## src/hw/rtl/uti_pkg.sv

```systemverilog
// Shared constants and types for the uniform table interpolator.
// No dependencies; every other file refers to this package by scoped names.
package uti_pkg;

  localparam int FRAC_BITS     = 16;
  localparam int TABLE_ENTRIES = 256;
  localparam int ADDR_W        = $clog2(TABLE_ENTRIES);
  localparam int DATA_W        = 32;
  localparam int PROD_W        = 2 * DATA_W;
  localparam int IDX_LSB       = 2 * FRAC_BITS;
  localparam int BLEND_W       = DATA_W + FRAC_BITS + 2;
  localparam int QUEUE_DEPTH   = 4;
  localparam int QUEUE_AW      = $clog2(QUEUE_DEPTH);
  localparam int CFG_IDX_W     = 2;

  // configuration register indices
  localparam logic [CFG_IDX_W-1:0] CFG_GRID_ORIGIN     = 2'd0;
  localparam logic [CFG_IDX_W-1:0] CFG_POINTS_PER_UNIT = 2'd1;
  localparam logic [CFG_IDX_W-1:0] CFG_LAST_INDEX      = 2'd2;

  localparam logic [DATA_W-1:0] GRID_ORIGIN_RST     = 32'd0;
  localparam logic [DATA_W-1:0] POINTS_PER_UNIT_RST = 32'd65536;
  localparam logic [ADDR_W-1:0] LAST_INDEX_RST      = 8'd200;

  typedef logic [1:0] kind_t;

  localparam kind_t KIND_WRITE = 2'd0;
  localparam kind_t KIND_BELOW = 2'd1;
  localparam kind_t KIND_ABOVE = 2'd2;
  localparam kind_t KIND_MID   = 2'd3;

  // classified operation handed from front to back
  typedef struct packed {
    kind_t                 kind;
    logic [ADDR_W-1:0]     addr;
    logic [FRAC_BITS-1:0]  frac;
    logic [DATA_W-1:0]     wdata;
  } q_entry_t;

endpackage

```

## src/hw/rtl/uti_queue.sv

```systemverilog
// Short FIFO of classified operations between front and back.
// Depends on uti_pkg for the entry type and depth.
module uti_queue (
  input  logic               clk,
  input  logic               rst_n,
  input  uti_pkg::q_entry_t  push_entry,
  input  logic               push_valid,
  output logic               push_ready,
  output uti_pkg::q_entry_t  pop_entry,
  output logic               pop_valid,
  input  logic               pop_ready
);

  uti_pkg::q_entry_t             entries_r [uti_pkg::QUEUE_DEPTH];
  logic [uti_pkg::QUEUE_AW-1:0]  wr_ptr_r, rd_ptr_r;
  logic [uti_pkg::QUEUE_AW:0]    cnt_r, cnt_nxt;
  logic                          do_push, do_pop;

  assign push_ready = (cnt_r != (uti_pkg::QUEUE_AW+1)'(uti_pkg::QUEUE_DEPTH));
  assign pop_valid  = (cnt_r != '0);
  assign pop_entry  = entries_r[rd_ptr_r];
  assign do_push    = push_valid && push_ready;
  assign do_pop     = pop_valid && pop_ready;

  always_comb begin
    cnt_nxt = cnt_r;
    if (do_push && !do_pop) begin
      cnt_nxt = cnt_r + 1'b1;
    end else if (do_pop && !do_push) begin
      cnt_nxt = cnt_r - 1'b1;
    end
  end

  always_ff @(posedge clk) begin
    if (!rst_n) begin
      wr_ptr_r <= '0;
      rd_ptr_r <= '0;
      cnt_r    <= '0;
    end else begin
      cnt_r <= cnt_nxt;
      if (do_push) begin
        wr_ptr_r <= wr_ptr_r + 1'b1;
      end
      if (do_pop) begin
        rd_ptr_r <= rd_ptr_r + 1'b1;
      end
    end
  end

  always_ff @(posedge clk) begin
    if (do_push) begin
      entries_r[wr_ptr_r] <= push_entry;
    end
  end

  a_cnt_bound: assert property (@(posedge clk) disable iff (!rst_n)
    cnt_r <= (uti_pkg::QUEUE_AW+1)'(uti_pkg::QUEUE_DEPTH))
    else $error("queue occupancy beyond depth");

  a_ptr_gap: assert property (@(posedge clk) disable iff (!rst_n)
    (cnt_r == '0 || cnt_r == (uti_pkg::QUEUE_AW+1)'(uti_pkg::QUEUE_DEPTH))
      |-> wr_ptr_r == rd_ptr_r)
    else $error("queue pointers disagree with occupancy");

endmodule

```

## config.mk

```make
export PLATFORM = sky130hd
export DESIGN_NAME = uti_queue
export DESIGN_NICKNAME = d
export VERILOG_FILES = /design/src/hw/rtl/uti_pkg.sv /design/src/hw/rtl/uti_queue.sv
export SDC_FILE = /design/constraint.sdc
export NUM_CORES = 1
export LEC_CHECK = 0
export ABC_AREA = 1
export BUFFER_PORTS_ARGS = -buffer_cell sky130_fd_sc_hd__buf_2
export CAP_MARGIN = 15
export CELL_PAD_IN_SITES_DETAIL_PLACEMENT = 0
export CELL_PAD_IN_SITES_GLOBAL_PLACEMENT = 1
export CORE_MARGIN = 2
export CORE_UTILIZATION = 30
export DETAILED_ROUTE_END_ITERATION = 7
export GPL_ROUTABILITY_DRIVEN = 0
export HOLD_SLACK_MARGIN = 0.05
export PLACE_DENSITY_LB_ADDON = 0.1
export SLEW_MARGIN = 15
export SYNTH_ARGS = -nofsm -noshare
export SYNTH_HDL_FRONTEND = slang
export SYNTH_SLANG_ARGS = --single-unit
```

## constraint.sdc

```tcl
create_clock -name clk -period 4.3 [get_ports clk]
set_input_delay 0.86 -clock clk [delete_from_list [all_inputs] [get_ports clk]]
set_output_delay 0.86 -clock clk [all_outputs]
set_load 0.05 [all_outputs]
```

Word-level counts from Yosys, hierarchy flattened
Memory sizes are Yosys's and may differ from the RTL's. A register that Yosys moved wholly into a read port is not among the register bits.
Cells that the tools add are included.
- output and inout bits: 60
- bits in writable memories: 232
- bits in registers: 7
- memories kept: 1
- input port bits: 62
- memories (name ; words ; bits a word ; rd ports ; clocked after Yosys merged registers in ; wr ports ; RTL line ; source):
    entries_r ; 4 ; 58 ; 1 ; 1 ; 1 ; uti_queue.sv:14 ; uti_pkg::q_entry_t entries_r [uti_pkg::QUEUE_DEPTH];
- equal/unequal tests: 1
- reductions and logical operators: 8
- multiplexer cells: 6
- $add $sub $neg: 4
- operators with widths (operator ; count):
    3-bit 2-to-1 mux ; 2
    2-bit by 1-bit adder with 2-bit output, second input constant ; 2
    1-bit logical AND ; 4
    2-bit 2-to-1 mux ; 2
    3-bit by 1-bit adder with 3-bit output, second input constant ; 1
    3-bit != test, second input constant ; 1
    3-bit nonzero test ; 1
    3-bit by 1-bit subtractor with 3-bit output, second input constant ; 1
    1-bit logical NOT ; 2
    1-bit 2-to-1 mux ; 2
    2-bit nonzero test ; 1

Depth between registers and ports, before layout
- depth in word-level cells: 6
- depth in mapped cells: 13
- mapped depth without buffers: 13

Worst setup path after synthesis
Ideal clock, no wire load.
- path type: register to register
- from: register cnt_r[0] (netlist bit)
- to: memory entries_r[0][0] (netlist bit), enable pin
- data required time: 3826 ps
- path buffers: 0
- clock period less this slack: 3975 ps
- setup slack: 325 ps
- cell stages (with the launch flop): 5
- setup time: 474 ps
- arrival time: 3500 ps
- cells stage by stage: dfxtp_1 -> nor2_1 -> nand2_1 -> nand2_1 -> nor2_1
- word-level cells in the longest chain between the ends: 4
- RTL lines (what ; RTL line ; source):
    from (decl) ; uti_queue.sv:16 ; logic [uti_pkg::QUEUE_AW:0] cnt_r, cnt_nxt;
    from (signal assigned) ; uti_queue.sv:40 ; cnt_r <= cnt_nxt;
    3-bit != test ; uti_queue.sv:19 ; assign push_ready = (cnt_r != (uti_pkg::QUEUE_AW+1)'(uti_pkg::QUEUE_DEPTH));
    net push_ready ; uti_queue.sv:8 ; output logic push_ready,
    1-bit logical AND ; uti_queue.sv:22 ; assign do_push = push_valid && push_ready;
    1-bit 2-to-1 mux ; uti_queue.sv:51 ; if (do_push) begin
    1-bit 2-to-1 mux (implied by the code) ; uti_queue.sv:52 ; entries_r[wr_ptr_r] <= push_entry;
    to (decl) ; uti_queue.sv:14 ;
The timed path passes the listed nets, and every way through them passes these cells.

==> results.py <==
metrics = {
    "pwr": {
        "p_leak_nw": 3.78,
        "p_per_area_nw_per_um2": 674,
        "ir_drop_v": 0.000295,
    },
    "logic_synthesis": {
        "netlist_instances": 629,
        "ys_seq_area_share_pct": 78.1,
        "syn-cell-area_sq_um": 9150,
        "synth_most_common_cell": "edfxtp_1",
        "synthFlopType": "edfxtp_1",
        "synthTopCellsByArea": "edfxtp_1, o21ai_0, nor2_1",
        "synth_edf_count": 232,
        "syn-mean-instance-area_sq_um": 14.5,
        "yosysWarnings": 0,
        "syn_nets": 697,
        "yosys-top-cells-count": "edfxtp_1, nor2_1, o21ai_0, o22ai_1, nand2_1",
        "synth_top_area_share_pct": 76.2,
        "synthDistinctLibCells": 26,
        "yosysTopAreaCell": "edfxtp_1",
        "synth.ff_latch_count": 241,
        "ys_async_sr_fraction_pct": 0,
    },
    "placed_design": {
        "post_dp_cell_area_sq_um": 10100,
        "dpl.hpwl_mm": 11.9,
        "portBuffers": 121,
        "placed_cells": 1113,
    },
    "sta": {
        "rsz0062_at_grt": "no",
        "period_share_pct": 82.7,
        "period_needed_ns": 3.56,
        "setup_violations": 0,
        "fin_setup_tns_ns": 0,
        "fin_skew_ns": 0.0118,
        "hold_viol_final": 0,
        "fmax_ghz": 0.281,
        "relSlewSlack_pct": 38.5,
        "tightest_slew_ns": 0.922,
        "drv_slew": 0,
    },
    "worst_setup_path": {
        "ff2ff_path_depth": 5,
        "worstPathArrival_ns": 2.70,
        "critical_path_peak_fanout": 73,
        "cp-start-kind": "flop",
        "r2r_end": "entries_r[3][1]",
        "end_kind": "output pin",
        "cp.required_ns": 3.44,
        "reg2reg_from": "cnt_r[0]",
        "crit_end": "pop_entry[30]",
        "r2r_setup_slack_ns": 1.93,
        "crit_type": "reg2out",
    },
    "clock_tree": {
        "cts_setup_buffers": 0,
        "cts_buffers": 27,
        "ctsLongestPathBuffers": 3,
        "cts_tree": "yes",
        "cts_resized": 0,
        "clock-sinks": 241,
        "clock_latency_ns": 0.52,
        "clk_pin_slew_ns": 0.06,
        "htree_num_levels": 1,
        "cts-root-buf": "clkbuf_16",
        "holdBufCountCts": 0,
    },
    "floorplanning": {
        "fp.dieW_um": 179,
        "coreArea_sq_um": 29800,
        "fp-row-count": 63,
        "die-area_sq_um": 31900,
        "initial_core_util_pct": 30.7,
        "io_pins": 122,
        "die_h_um": 179,
    },
    "layout": {
        "multi_input_area_sq_um": 1690,
        "fin_cells": 1163,
        "final_area_sq_um": 10900,
        "drive_gt1_share_pct": 24.0,
        "register_area_sq_um": 7150,
        "areaGrowthSynthToFinish_pct": 19.5,
        "finish.utilization_pct": 36.7,
        "layout.nets": 820,
        "fillers": 2866,
    },
    "global_routing": {
        "antenna_found_initial": 4,
        "grt_pass1_wl_mm": 32.1,
        "grt_pass1_vias": 5414,
        "overflow": 0,
        "grtUsageTotal_pct": 13.4,
        "grt_max_degree": 117,
    },
    "drt": {
        "drc": 0,
        "wirelength_mm": 21.7,
        "vias_per_cell": 4.72,
        "drt-pass1-iter-count": 4,
        "antenna_left": 0,
        "vias": 5484,
        "drtIter0Drc": 356,
        "wl_per_cell_um": 18.7,
    },
    "worst_hold_path": {
        "hp-class": "reg2reg",
    },
    "outcome": {
        "status": "completed",
    },
    "job": {
        "drv_cap": 0,
    },
}
metrics by stage:
step | total power, mW | hold slack [ns] | setup slack (ns)
floorplan | 4.80 | 0.465 | 0.325
global route | 7.74 | 0.509 | 0.496
CTS | 7.49 | 0.489 | 0.616
global placement | 5.39 | 0.486 | 1.22
finish | 7.36 | 0.490 | 0.743
detailed placement | 5.41 | 0.480 | 1.18
worst max-delay path: stages (launching register included):
cell and delay, ns:
dfxtp_4 0.84, buf_4 0.58, o21ai_0 0.18, o22ai_1 0.26
buf_2 0.31
per-layer routing:
layer,GRT usage (%),routed length [um]
met5,0,34
met4,2.91,364
met3,3.26,1180
met2,21.7,9950
met1,18.4,10200
state kept, by name, summed over array words and instances (netlist names), named ones only:
register	flops
entries_r	232
cnt_r	3
rd_ptr_r	2
wr_ptr_r	2
layout by cell type, fill, tap and decap left out, drive strengths merged:
master  Yosys  routed
clkinv      0      10
xor2        1       1
edfxtp    232     232
nor2      130     130
nand3       4       4
o21ai     117     117
a21oi       3       3
diode       0       1
fa          1       1
clkbuf     17      37
nand2      15      15
dfxtp       9       9
buf        20     131
nand3b      1       1
o22ai      58      58
inv        16      17
bufinv      0       1
ha          5       5
cell families after synthesis:
kind of cell / Yosys count / synth area share [%]
adders and majority gates: 6 / 0.903
buffers and inverters: 53 / 3.67
and+or+nand+nor: 150 / 6.53
xor gates and xnor gates: 1 / 0.0958
DFF: 241 / 78.1
AOI/OAI and AO/OA: 178 / 10.7
where the power goes:
group / switching [mW] / internal [mW] / total [mW]
logic: 1.83 / 0.489 / 2.32
registers: 0.131 / 2.86 / 2.99
clock network: 0.841 / 1.21 / 2.05
layout make-up:
cell class | instances | area share [%]
antenna | 1 | 0.0229
clock buffer | 37 | 6.53
clock inverter | 12 | 0.756
inverter | 16 | 0.595
multi-input combinational | 335 | 15.5
sequential | 241 | 65.4
tap | 390 | 4.47
timing repair buffer | 131 | 6.69
worst min-delay path by stage:
stage,startpoint,to,slack [ns],cells past startpoint
6_report,rd_ptr_r[1],flop,0.49,2
5_1_grt,rd_ptr_r[1],flop,0.51,2
2_1_floorplan,rd_ptr_r[1],flop,0.46,2
3_5_place_dp,rd_ptr_r[1],flop,0.48,2
4_1_cts,rd_ptr_r[1],flop,0.49,2
3_3_place_gp,rd_ptr_r[1],flop,0.49,2
Power figures use the tool's default switching activity.
