==> src/hw/rtl/uti_pkg.sv <==
// Shared constants and types for the uniform table interpolator.
// No dependencies; every other file refers to this package by scoped names.
package uti_pkg;

  localparam int FRAC_BITS     = 16;
  localparam int TABLE_ENTRIES = 256;
  localparam int ADDR_W        = $clog2(TABLE_ENTRIES);
  localparam int DATA_W        = 32;
  localparam int PROD_W        = 2 * DATA_W;
  localparam int IDX_LSB       = 2 * FRAC_BITS;
  localparam int BLEND_W       = DATA_W + FRAC_BITS + 2;
  localparam int QUEUE_DEPTH   = 4;
  localparam int QUEUE_AW      = $clog2(QUEUE_DEPTH);
  localparam int CFG_IDX_W     = 2;

  // configuration register indices
  localparam logic [CFG_IDX_W-1:0] CFG_GRID_ORIGIN     = 2'd0;
  localparam logic [CFG_IDX_W-1:0] CFG_POINTS_PER_UNIT = 2'd1;
  localparam logic [CFG_IDX_W-1:0] CFG_LAST_INDEX      = 2'd2;

  localparam logic [DATA_W-1:0] GRID_ORIGIN_RST     = 32'd0;
  localparam logic [DATA_W-1:0] POINTS_PER_UNIT_RST = 32'd65536;
  localparam logic [ADDR_W-1:0] LAST_INDEX_RST      = 8'd200;

  typedef logic [1:0] kind_t;

  localparam kind_t KIND_WRITE = 2'd0;
  localparam kind_t KIND_BELOW = 2'd1;
  localparam kind_t KIND_ABOVE = 2'd2;
  localparam kind_t KIND_MID   = 2'd3;

  // classified operation handed from front to back
  typedef struct packed {
    kind_t                 kind;
    logic [ADDR_W-1:0]     addr;
    logic [FRAC_BITS-1:0]  frac;
    logic [DATA_W-1:0]     wdata;
  } q_entry_t;

endpackage

==> src/hw/rtl/uti_if.sv <==
// Channel interfaces: item input, result output and configuration write.
// Depends on uti_pkg for widths.
interface uti_in_if;
  logic                             valid;
  logic                             ready;
  logic                             action;
  logic [uti_pkg::ADDR_W-1:0]       entry_index;
  logic signed [uti_pkg::DATA_W-1:0] entry_value;
  logic signed [uti_pkg::DATA_W-1:0] query_value;

  modport source (output valid, action, entry_index, entry_value, query_value, input ready);
  modport sink   (input valid, action, entry_index, entry_value, query_value, output ready);
endinterface


interface uti_cfg_if;
  logic                              valid;
  logic                              ready;
  logic [uti_pkg::CFG_IDX_W-1:0]     index;
  logic [uti_pkg::DATA_W-1:0]        data;

  modport source (output valid, index, data, input ready);
  modport sink   (input valid, index, data, output ready);
endinterface

==> src/hw/rtl/uti_front.sv <==
// Front end: config registers, item acceptance, position arithmetic and classification.
// Depends on uti_pkg and the channel interfaces in uti_if.
module uti_front (
  input  logic               clk,
  input  logic               rst_n,
  uti_in_if.sink             in_ch,
  uti_cfg_if.sink            cfg_ch,
  output uti_pkg::q_entry_t  push_entry,
  output logic               push_valid,
  input  logic               push_ready
);

  logic [uti_pkg::DATA_W-1:0] grid_origin_r;
  logic [uti_pkg::DATA_W-1:0] points_per_unit_r;
  logic [uti_pkg::ADDR_W-1:0] last_index_r;

  logic pipe_en;

  // stage 1: difference
  logic                          s1_valid_r, s1_act_r;
  logic [uti_pkg::ADDR_W-1:0]    s1_idx_r;
  logic [uti_pkg::DATA_W-1:0]    s1_wval_r;
  logic signed [uti_pkg::DATA_W:0] s1_diff_r, s1_diff_nxt;

  // stage 2: magnitude
  logic                          s2_valid_r, s2_act_r, s2_neg_r;
  logic [uti_pkg::ADDR_W-1:0]    s2_idx_r;
  logic [uti_pkg::DATA_W-1:0]    s2_wval_r;
  logic [uti_pkg::DATA_W-1:0]    s2_mag_r, s2_mag_nxt;
  logic signed [uti_pkg::DATA_W:0] diff_neg;

  // stage 3: product
  logic                          s3_valid_r, s3_act_r, s3_neg_r;
  logic [uti_pkg::ADDR_W-1:0]    s3_idx_r;
  logic [uti_pkg::DATA_W-1:0]    s3_wval_r;
  logic [uti_pkg::PROD_W-1:0]    s3_prod_r, s3_prod_nxt;

  logic is_below, is_above;

  assign cfg_ch.ready = 1'b1;

  always_ff @(posedge clk) begin
    if (!rst_n) begin
      grid_origin_r     <= uti_pkg::GRID_ORIGIN_RST;
      points_per_unit_r <= uti_pkg::POINTS_PER_UNIT_RST;
      last_index_r      <= uti_pkg::LAST_INDEX_RST;
    end else if (cfg_ch.valid) begin
      case (cfg_ch.index)
        uti_pkg::CFG_GRID_ORIGIN:     grid_origin_r     <= cfg_ch.data;
        uti_pkg::CFG_POINTS_PER_UNIT: points_per_unit_r <= cfg_ch.data;
        uti_pkg::CFG_LAST_INDEX:      last_index_r      <= cfg_ch.data[uti_pkg::ADDR_W-1:0];
        default: ;
      endcase
    end
  end

  // whole front moves together; stalls only when the tail cannot enter the queue
  assign pipe_en     = !s3_valid_r || push_ready;
  assign in_ch.ready = pipe_en;

  assign s1_diff_nxt = {in_ch.query_value[uti_pkg::DATA_W-1], in_ch.query_value}
                     - {grid_origin_r[uti_pkg::DATA_W-1], grid_origin_r};
  assign diff_neg    = -s1_diff_r;
  // |diff| < 2^32, so the magnitude fits the lower bits
  assign s2_mag_nxt  = s1_diff_r[uti_pkg::DATA_W] ? diff_neg[uti_pkg::DATA_W-1:0]
                                                  : s1_diff_r[uti_pkg::DATA_W-1:0];
  assign s3_prod_nxt = uti_pkg::PROD_W'(s2_mag_r) * uti_pkg::PROD_W'(points_per_unit_r);

  always_ff @(posedge clk) begin
    if (!rst_n) begin
      s1_valid_r <= 1'b0;
      s2_valid_r <= 1'b0;
      s3_valid_r <= 1'b0;
    end else if (pipe_en) begin
      s1_valid_r <= in_ch.valid;
      s2_valid_r <= s1_valid_r;
      s3_valid_r <= s2_valid_r;
    end
  end

  always_ff @(posedge clk) begin
    if (pipe_en) begin
      s1_act_r  <= in_ch.action;
      s1_idx_r  <= in_ch.entry_index;
      s1_wval_r <= in_ch.entry_value;
      s1_diff_r <= s1_diff_nxt;
      s2_act_r  <= s1_act_r;
      s2_idx_r  <= s1_idx_r;
      s2_wval_r <= s1_wval_r;
      s2_neg_r  <= s1_diff_r[uti_pkg::DATA_W];
      s2_mag_r  <= s2_mag_nxt;
      s3_act_r  <= s2_act_r;
      s3_idx_r  <= s2_idx_r;
      s3_wval_r <= s2_wval_r;
      s3_neg_r  <= s2_neg_r;
      s3_prod_r <= s3_prod_nxt;
    end
  end

  // a zero product with negative difference is not below range; it is position 0
  assign is_below = s3_neg_r && (s3_prod_r != '0);
  assign is_above = (s3_prod_r[uti_pkg::PROD_W-1:uti_pkg::IDX_LSB+uti_pkg::ADDR_W] != '0)
                 || (s3_prod_r[uti_pkg::IDX_LSB+uti_pkg::ADDR_W-1:uti_pkg::IDX_LSB]
                     >= last_index_r);

  always_comb begin
    push_entry       = '0;
    push_entry.wdata = s3_wval_r;
    if (!s3_act_r) begin
      push_entry.kind = uti_pkg::KIND_WRITE;
      push_entry.addr = s3_idx_r;
    end else if (is_below) begin
      push_entry.kind = uti_pkg::KIND_BELOW;
      push_entry.addr = '0;
    end else if (is_above) begin
      push_entry.kind = uti_pkg::KIND_ABOVE;
      push_entry.addr = last_index_r;
    end else begin
      push_entry.kind = uti_pkg::KIND_MID;
      push_entry.addr = s3_prod_r[uti_pkg::IDX_LSB+uti_pkg::ADDR_W-1:uti_pkg::IDX_LSB];
      push_entry.frac = s3_prod_r[uti_pkg::IDX_LSB-1:uti_pkg::FRAC_BITS];
    end
  end

  assign push_valid = s3_valid_r;

  // an interior point always has a right-hand neighbour inside the table
  a_mid_below_last: assert property (@(posedge clk) disable iff (!rst_n)
    push_valid && push_entry.kind == uti_pkg::KIND_MID |-> push_entry.addr < last_index_r)
    else $error("interior index not below last index");

endmodule

==> src/flat_wrapper.sv <==
// flat-port wrapper written by rule: the top's interface ports become plain ports
module uti_front_flat 
  (clk, rst_n, push_entry, push_valid, push_ready, in_ch_valid, in_ch_action, in_ch_entry_index, in_ch_entry_value, in_ch_query_value, in_ch_ready, cfg_ch_valid, cfg_ch_index, cfg_ch_data, cfg_ch_ready);
  uti_in_if in_ch_i ();
  uti_cfg_if cfg_ch_i ();
  input  logic clk;
  input  logic rst_n;
  output uti_pkg::q_entry_t push_entry;
  output logic push_valid;
  input  logic push_ready;
  input wire logic [$bits(in_ch_i.valid)-1:0] in_ch_valid;
  input wire logic [$bits(in_ch_i.action)-1:0] in_ch_action;
  input wire logic [$bits(in_ch_i.entry_index)-1:0] in_ch_entry_index;
  input wire logic [$bits(in_ch_i.entry_value)-1:0] in_ch_entry_value;
  input wire logic [$bits(in_ch_i.query_value)-1:0] in_ch_query_value;
  output wire logic [$bits(in_ch_i.ready)-1:0] in_ch_ready;
  input wire logic [$bits(cfg_ch_i.valid)-1:0] cfg_ch_valid;
  input wire logic [$bits(cfg_ch_i.index)-1:0] cfg_ch_index;
  input wire logic [$bits(cfg_ch_i.data)-1:0] cfg_ch_data;
  output wire logic [$bits(cfg_ch_i.ready)-1:0] cfg_ch_ready;
  assign in_ch_i.valid = in_ch_valid;
  assign in_ch_i.action = in_ch_action;
  assign in_ch_i.entry_index = in_ch_entry_index;
  assign in_ch_i.entry_value = in_ch_entry_value;
  assign in_ch_i.query_value = in_ch_query_value;
  assign in_ch_ready = in_ch_i.ready;
  assign cfg_ch_i.valid = cfg_ch_valid;
  assign cfg_ch_i.index = cfg_ch_index;
  assign cfg_ch_i.data = cfg_ch_data;
  assign cfg_ch_ready = cfg_ch_i.ready;
  uti_front u_core (.clk(clk), .rst_n(rst_n), .in_ch(in_ch_i), .cfg_ch(cfg_ch_i), .push_entry(push_entry), .push_valid(push_valid), .push_ready(push_ready));
endmodule
==> config.mk <==
export PLATFORM = sky130hd
export DESIGN_NAME = uti_front_flat
export DESIGN_NICKNAME = d
export VERILOG_FILES = /design/src/hw/rtl/uti_pkg.sv /design/src/hw/rtl/uti_if.sv /design/src/hw/rtl/uti_front.sv /design/src/flat_wrapper.sv
export SDC_FILE = /design/constraint.sdc
export NUM_CORES = 2
export LEC_CHECK = 0
export BUFFER_PORTS_ARGS = -buffer_cell sky130_fd_sc_hd__buf_2
export CAP_MARGIN = 10
export CORE_MARGIN = 2
export CORE_UTILIZATION = 39
export DETAILED_ROUTE_END_ITERATION = 8
export MAX_ROUTING_LAYER = met4
export REMOVE_ABC_BUFFERS = 1
export SKIP_CTS_REPAIR_TIMING = 1
export SYNTH_ARGS = -nofsm -noshare
export SYNTH_HDL_FRONTEND = slang
export SYNTH_SLANG_ARGS = --single-unit
export TNS_END_PERCENT = 100
==> constraint.sdc <==
create_clock -name clk -period 12.86 [get_ports clk]
set_input_delay 0.643 -clock clk [delete_from_list [all_inputs] [get_ports clk]]
set_output_delay 0.643 -clock clk [all_outputs]
set_load 0.02 [all_outputs]
---- Word level (Yosys, flattened, before mapping) ----
Cells that the tools add are included.
operators by class
  reductions and logical operators ........ 10
  shift-type cells ........................ 0
  div/mod/pow operators ................... 0
  bitwise gates (word level) .............. 0
  equal/unequal tests ..................... 2
  $add $sub $neg .......................... 2
  multiply operators ...................... 1
  multiplexer cells ....................... 7
  $lt $le $gt $ge ......................... 1
operators with widths
  cell                                                                    count
  32-bit by 32-bit multiplier with 64-bit output                          1
  64-bit nonzero test                                                     1
  16-bit two-way mux                                                      3
  32-bit by 32-bit subtractor with 33-bit output                          1
  32-bit two-way mux                                                      1
  32-bit negation                                                         1
  24-bit nonzero test                                                     1
  10-bit two-way mux                                                      2
  9-bit two-way mux                                                       1
  8-bit greater-or-equal comparator                                       1
  2-bit AND reduction                                                     3
  2-bit by 1-bit equality test with 1-bit output (second input constant)  1
  2-bit equality test (second input constant)                             1
  2-bit logical NOT                                                       1
  1-bit logical OR                                                        2
  1-bit logical AND                                                       1
  1-bit logical NOT                                                       1
storage, ports and cells
  register bits after elaboration ......... 329
  bits in read-only memories .............. 0
  memories kept ........................... 0
  input port bits ......................... 112
  latch bits .............................. 0
  output and inout port bits .............. 61
  memory bits (writable) .................. 0

---- Longest topological paths before layout ----
  depth after elaboration ................. 5
  depth in mapped cells ................... 28
  mapped depth without buffers ............ 26

---- Least setup slack after synthesis ----
Ideal clock, no wire load.
  kind .................................... flip-flop to flip-flop
  from .................................... reg u_core.s2_mag_r[16] (netlist bit)
  to ...................................... reg u_core.s3_prod_r[63] (netlist bit) (data pin)
  cell stages (with the launch flop) ...... 27
  path slack .............................. 5.495 ns
  period minus slack after synthesis ...... 7.365 ns
  arrival time ............................ 7.106 ns
  path through ............................ edfxtp_1 > clkbuf_1 > and2_1 > fa_1 > fa_1 > inv_1 > fa_1 > fa_1 > fa_1 > inv_1 > fa_1 > fa_1 > inv_1 > fa_1 > inv_1 > ha_1 > clkbuf_1 > a21o_1 > a21o_1 > a221o_1 > a31oi_1 > nand3b_1 > a22o_1 > o41a_1 > o211ai_1 > a21oi_1 > xnor2_1
between the ends
  longest elaborated chain between the ends .. 1
ends and longest elaborated chain
  item                                            RTL line         source
  from (decl)                                     uti_front.sv:29  logic [uti_pkg::DATA_W-1:0] s2_mag_r, s2_mag_nxt;
  from (signal assigned)                          uti_front.sv:91  s2_mag_r <= s2_mag_nxt;
  32-bit by 32-bit multiplier with 64-bit output  uti_front.sv:67  assign s3_prod_nxt = uti_pkg::PROD_W'(s2_mag_r) * uti_pkg::PROD_W'(points_per_unit_r);
  named net u_core.s3_prod_nxt (one bit)          uti_front.sv:36  logic [uti_pkg::PROD_W-1:0] s3_prod_r, s3_prod_nxt;
  to (signal assigned)                            uti_front.sv:96  s3_prod_r <= s3_prod_nxt;
  to (decl)                                       uti_front.sv:36
The timed path passes the listed nets, and every way through them passes these cells.
A chain may end at the register's enable or synchronous reset.

---- Worst setup path in the final report ----
  from .................................... reg u_core.s2_mag_r[13] (netlist bit)
  to ...................................... reg u_core.s3_prod_r[61] (netlist bit) (data pin)
The elaborated chain is that of the path after synthesis.

==> results.json <==
{
  "async_flop_share_pct": 0,
  "start_util_pct": 39.4,
  "synth.distinct_cells": 72,
  "cp_cell_sequence": "nand2_1 -> fa_1 -> fa_1 -> fa_1 -> fa_1 -> fa_1 -> fa_1 -> fa_1 -> fa_1 -> inv_1 -> ha_1 -> nand2_1 -> nor2_1 -> nand2_1 -> nor4_1 -> nor4b_1 -> nor2_1 -> nor2_1 -> nor3_1 -> xnor2_1",
  "drt_iter0_markers": 2347,
  "area_delta_synth_final_pct": 7.86,
  "finalSetupTns_ns": 0,
  "critPathCapture": "u_core.s3_prod_r[61]$_DFFE_PP_",
  "drc_errors": 0,
  "yosysSeqAreaShare_pct": 19.5,
  "startpoint_type": "register",
  "grt_max_degree": 121,
  "r2r_setup_slack_ns": 3.99,
  "wl_um": 133000,
  "tightest_slew_ns": 1.30,
  "cap_viol_max_count": 0,
  "synth_edf_count": 254,
  "dieArea_um2": 123000,
  "status": "finished clean",
  "grt_pass1_wl_um": 209000,
  "slew_viol_final": 0,
  "synth_seq_cells": 329,
  "vias": 32500,
  "cp.arrival_ns": 9.19,
  "layout-drive-gt1-share_pct": 6.77,
  "place_hpwl_um": 102000,
  "die_y_um": 350,
  "io_pins": 173,
  "slowest_delay_ns": 1.21,
  "avgRoutedWirePerCell_um": 20.9,
  "crit_fanout": 32,
  "hp-class": "in -> reg",
  "fmax_mhz": 113,
  "startpoint": "u_core.s2_mag_r[13]$_DFFE_PP_",
  "port_buffers": 171,
  "crit_required_ns": 13.18,
  "mappedNetlistArea_um2": 46700,
  "final_antenna_net_count": 0,
  "min_period_ns": 8.87,
  "final_common_cell": "inv_1",
  "crit_family": "adder cells",
  "yosys_most_used_dff": "edfxtp_1",
  "hold_violations": 0,
  "syn_inst": 4717,
  "clockBufferDepth": 3,
  "grt_usage_pct": 23.2,
  "cpMostUsedCell": "fa_1",
  "layout_worst_path_cycle_share_pct": 69.0,
  "cts_sinks": 329,
  "routabilityCongestion": 0.958,
  "clock_latency_ns": 0.62,
  "ctsHtreeMaxLevel": 2,
  "vdd_drop_max_mv": 0.257,
  "rows": 126,
  "drt_pass1_iterations": 5,
  "grt_overflow_total": 0,
  "cts_tree": "done",
  "powerDensity_nw_per_um2": 160,
  "mostFrequentLayoutCells": "inv_1, fa_1, nand2_1, and2_1, ha_1",
  "cts_made_buffers": 38,
  "cts.clk_slew.worst_paths_ns": 0.06,
  "cp.depth": 20,
  "crit_slowest_cell": "edfxtp_1",
  "core_area_um2": 118000,
  "syn_avg_cell_area_um2": 9.90,
  "max-slew-margin-rel_pct": 13.0,
  "cp-end-kind": "register",
  "instances_no_fill": 6376,
  "leakagePower_nw": 23.8,
  "reg2reg_depth": 20,
  "r2r_end": "u_core.s3_prod_r[61]$_DFFE_PP_",
  "antenna_found_initial": 4,
  "die_w_um": 350,
  "cts_root_buffer": "clkbuf_16",
  "setup_viol": 0,
  "worstSetupPathType": "reg -> reg",
  "yosys_warnings": 0,
  "cp_num_buf_inv": 1,
  "skew_ns": 0.0558,
  "nets": 6057,
  "dpl.cell_count": 6304,
  "r2r-start": "u_core.s2_mag_r[13]$_DFFE_PP_",
  "viasPerCell": 5.10,
  "rsz0062_at_grt": "false",
  "grt_pass1_vias": 35200
}
[report_power, final]
group | leakage, nW | switching (mW) | internal, mW
logic | 19.9 | 3.42 | 1.92
registers | 3.32 | 0.146 | 1.48
clock network | 0.590 | 0.486 | 0.598
total | 23.8 | 4.05 | 4.00
[cells in the mapped netlist (all sizes together) (57+ instances only)]
| master | n | area share [%] |
|---|---|---|
| dfxtp | 75 | 3.2 |
| xnor2 | 89 | 1.7 |
| edfxtp | 254 | 16 |
| inv | 932 | 7.5 |
| fa | 897 | 38 |
| o21ai | 71 | 0.77 |
| nand2 | 627 | 5.0 |
| a21o | 57 | 0.92 |
| and2 | 626 | 8.4 |
| a21boi | 74 | 1.2 |
| ha | 304 | 8.1 |
| a21oi | 100 | 1.1 |
| nor2 | 65 | 0.52 |
| clkbuf | 249 | 2.0 |
[kinds of logic after synthesis]
| logic type | synth area share [%] |
|---|---|
| AO/OA/AOI/OAI | 5.98 |
| XOR/XNOR | 2.21 |
| adder cells (fa/ha/maj) | 46.6 |
| buffers and inverters | 9.51 |
| flip-flops | 19.5 |
| multiplexers | 0.303 |
| other | 0.00803 |
| AND/OR/NAND/NOR | 15.8 |
[routing by layer]
layer	share of wire (%)	up-vias	global-route usage [%]	routed length, um
li1	-	14400	-	-
met1	43	16800	31.2	58000
met2	46	1145	36.1	60700
met5	0	-	-	0
met4	2.8	0	6.27	3780
met3	8.2	223	4.11	10900
[metrics by stage]
stage	power (mW)	hold slack [ns]	util [%]	worst slack [ns]	instance area (um2)
detailed placement	6.88	0.405	41.5	4.17	49100
CTS	8.00	0.172	42.5	4.13	50400
floorplan	5.04	0.400	-	5.44	45800
finish	8.04	0.209	42.5	3.99	50400
global route	8.68	0.188	42.5	3.87	50400
global placement	6.84	0.400	41.5	4.08	49100
[worst register-to-register path: stages, from the launching register on]
cell and delay (ns):
edfxtp_1 1.21, nand2_1 0.22, fa_1 0.62, fa_1 0.45, fa_1 0.59, fa_1 0.47
fa_1 0.54, fa_1 0.44, fa_1 0.47, fa_1 0.54, inv_1 0.07, ha_1 0.47
nand2_1 0.09, nor2_1 0.29, nand2_1 0.18, nor4_1 0.75, nor4b_1 0.60, nor2_1 0.21
nor2_1 0.18, nor3_1 0.07, xnor2_1 0.13
[worst min-delay path by stage]
stage	from	end	cells after the start
6_report	in_ch_entry_value[30]	u_core.s1_wval_r[30]$_DFFE_PP_	1
5_1_grt	in_ch_entry_value[31]	u_core.s1_wval_r[31]$_DFFE_PP_	1
4_1_cts	in_ch_entry_value[30]	u_core.s1_wval_r[30]$_DFFE_PP_	1
3_5_place_dp	u_core.s1_idx_r[7]$_DFFE_PP_	u_core.s2_idx_r[7]$_DFFE_PP_	0
3_3_place_gp	u_core.s2_wval_r[24]$_DFFE_PP_	u_core.s3_wval_r[24]$_DFFE_PP_	0
2_1_floorplan	u_core.s1_act_r$_DFFE_PP_	u_core.s2_act_r$_DFFE_PP_	0
[cell type report]
| cell class | count | area, um2 |
|---|---|---|
| clock buffer | 45 | 977 |
| tap | 1600 | 2000 |
| fill | 11500 | 68000 |
| antenna | 2 | 5.00 |
| multi-input combinational | 3206 | 33100 |
| inverter | 932 | 3510 |
| timing repair buffer | 237 | 1350 |
| sequential | 329 | 9140 |
| clock inverter | 25 | 256 |
[flip-flops by register name, indices dropped and copies added (netlist names), 32 cells and up]
signal                    cells
u_core.points_per_unit_r     32
u_core.s3_prod_r             64
u_core.grid_origin_r         32
u_core.s2_wval_r             32
u_core.s1_wval_r             32
u_core.s1_diff_r             33
u_core.s3_wval_r             32
u_core.s2_mag_r              32
(Power assumes the default switching activity.)
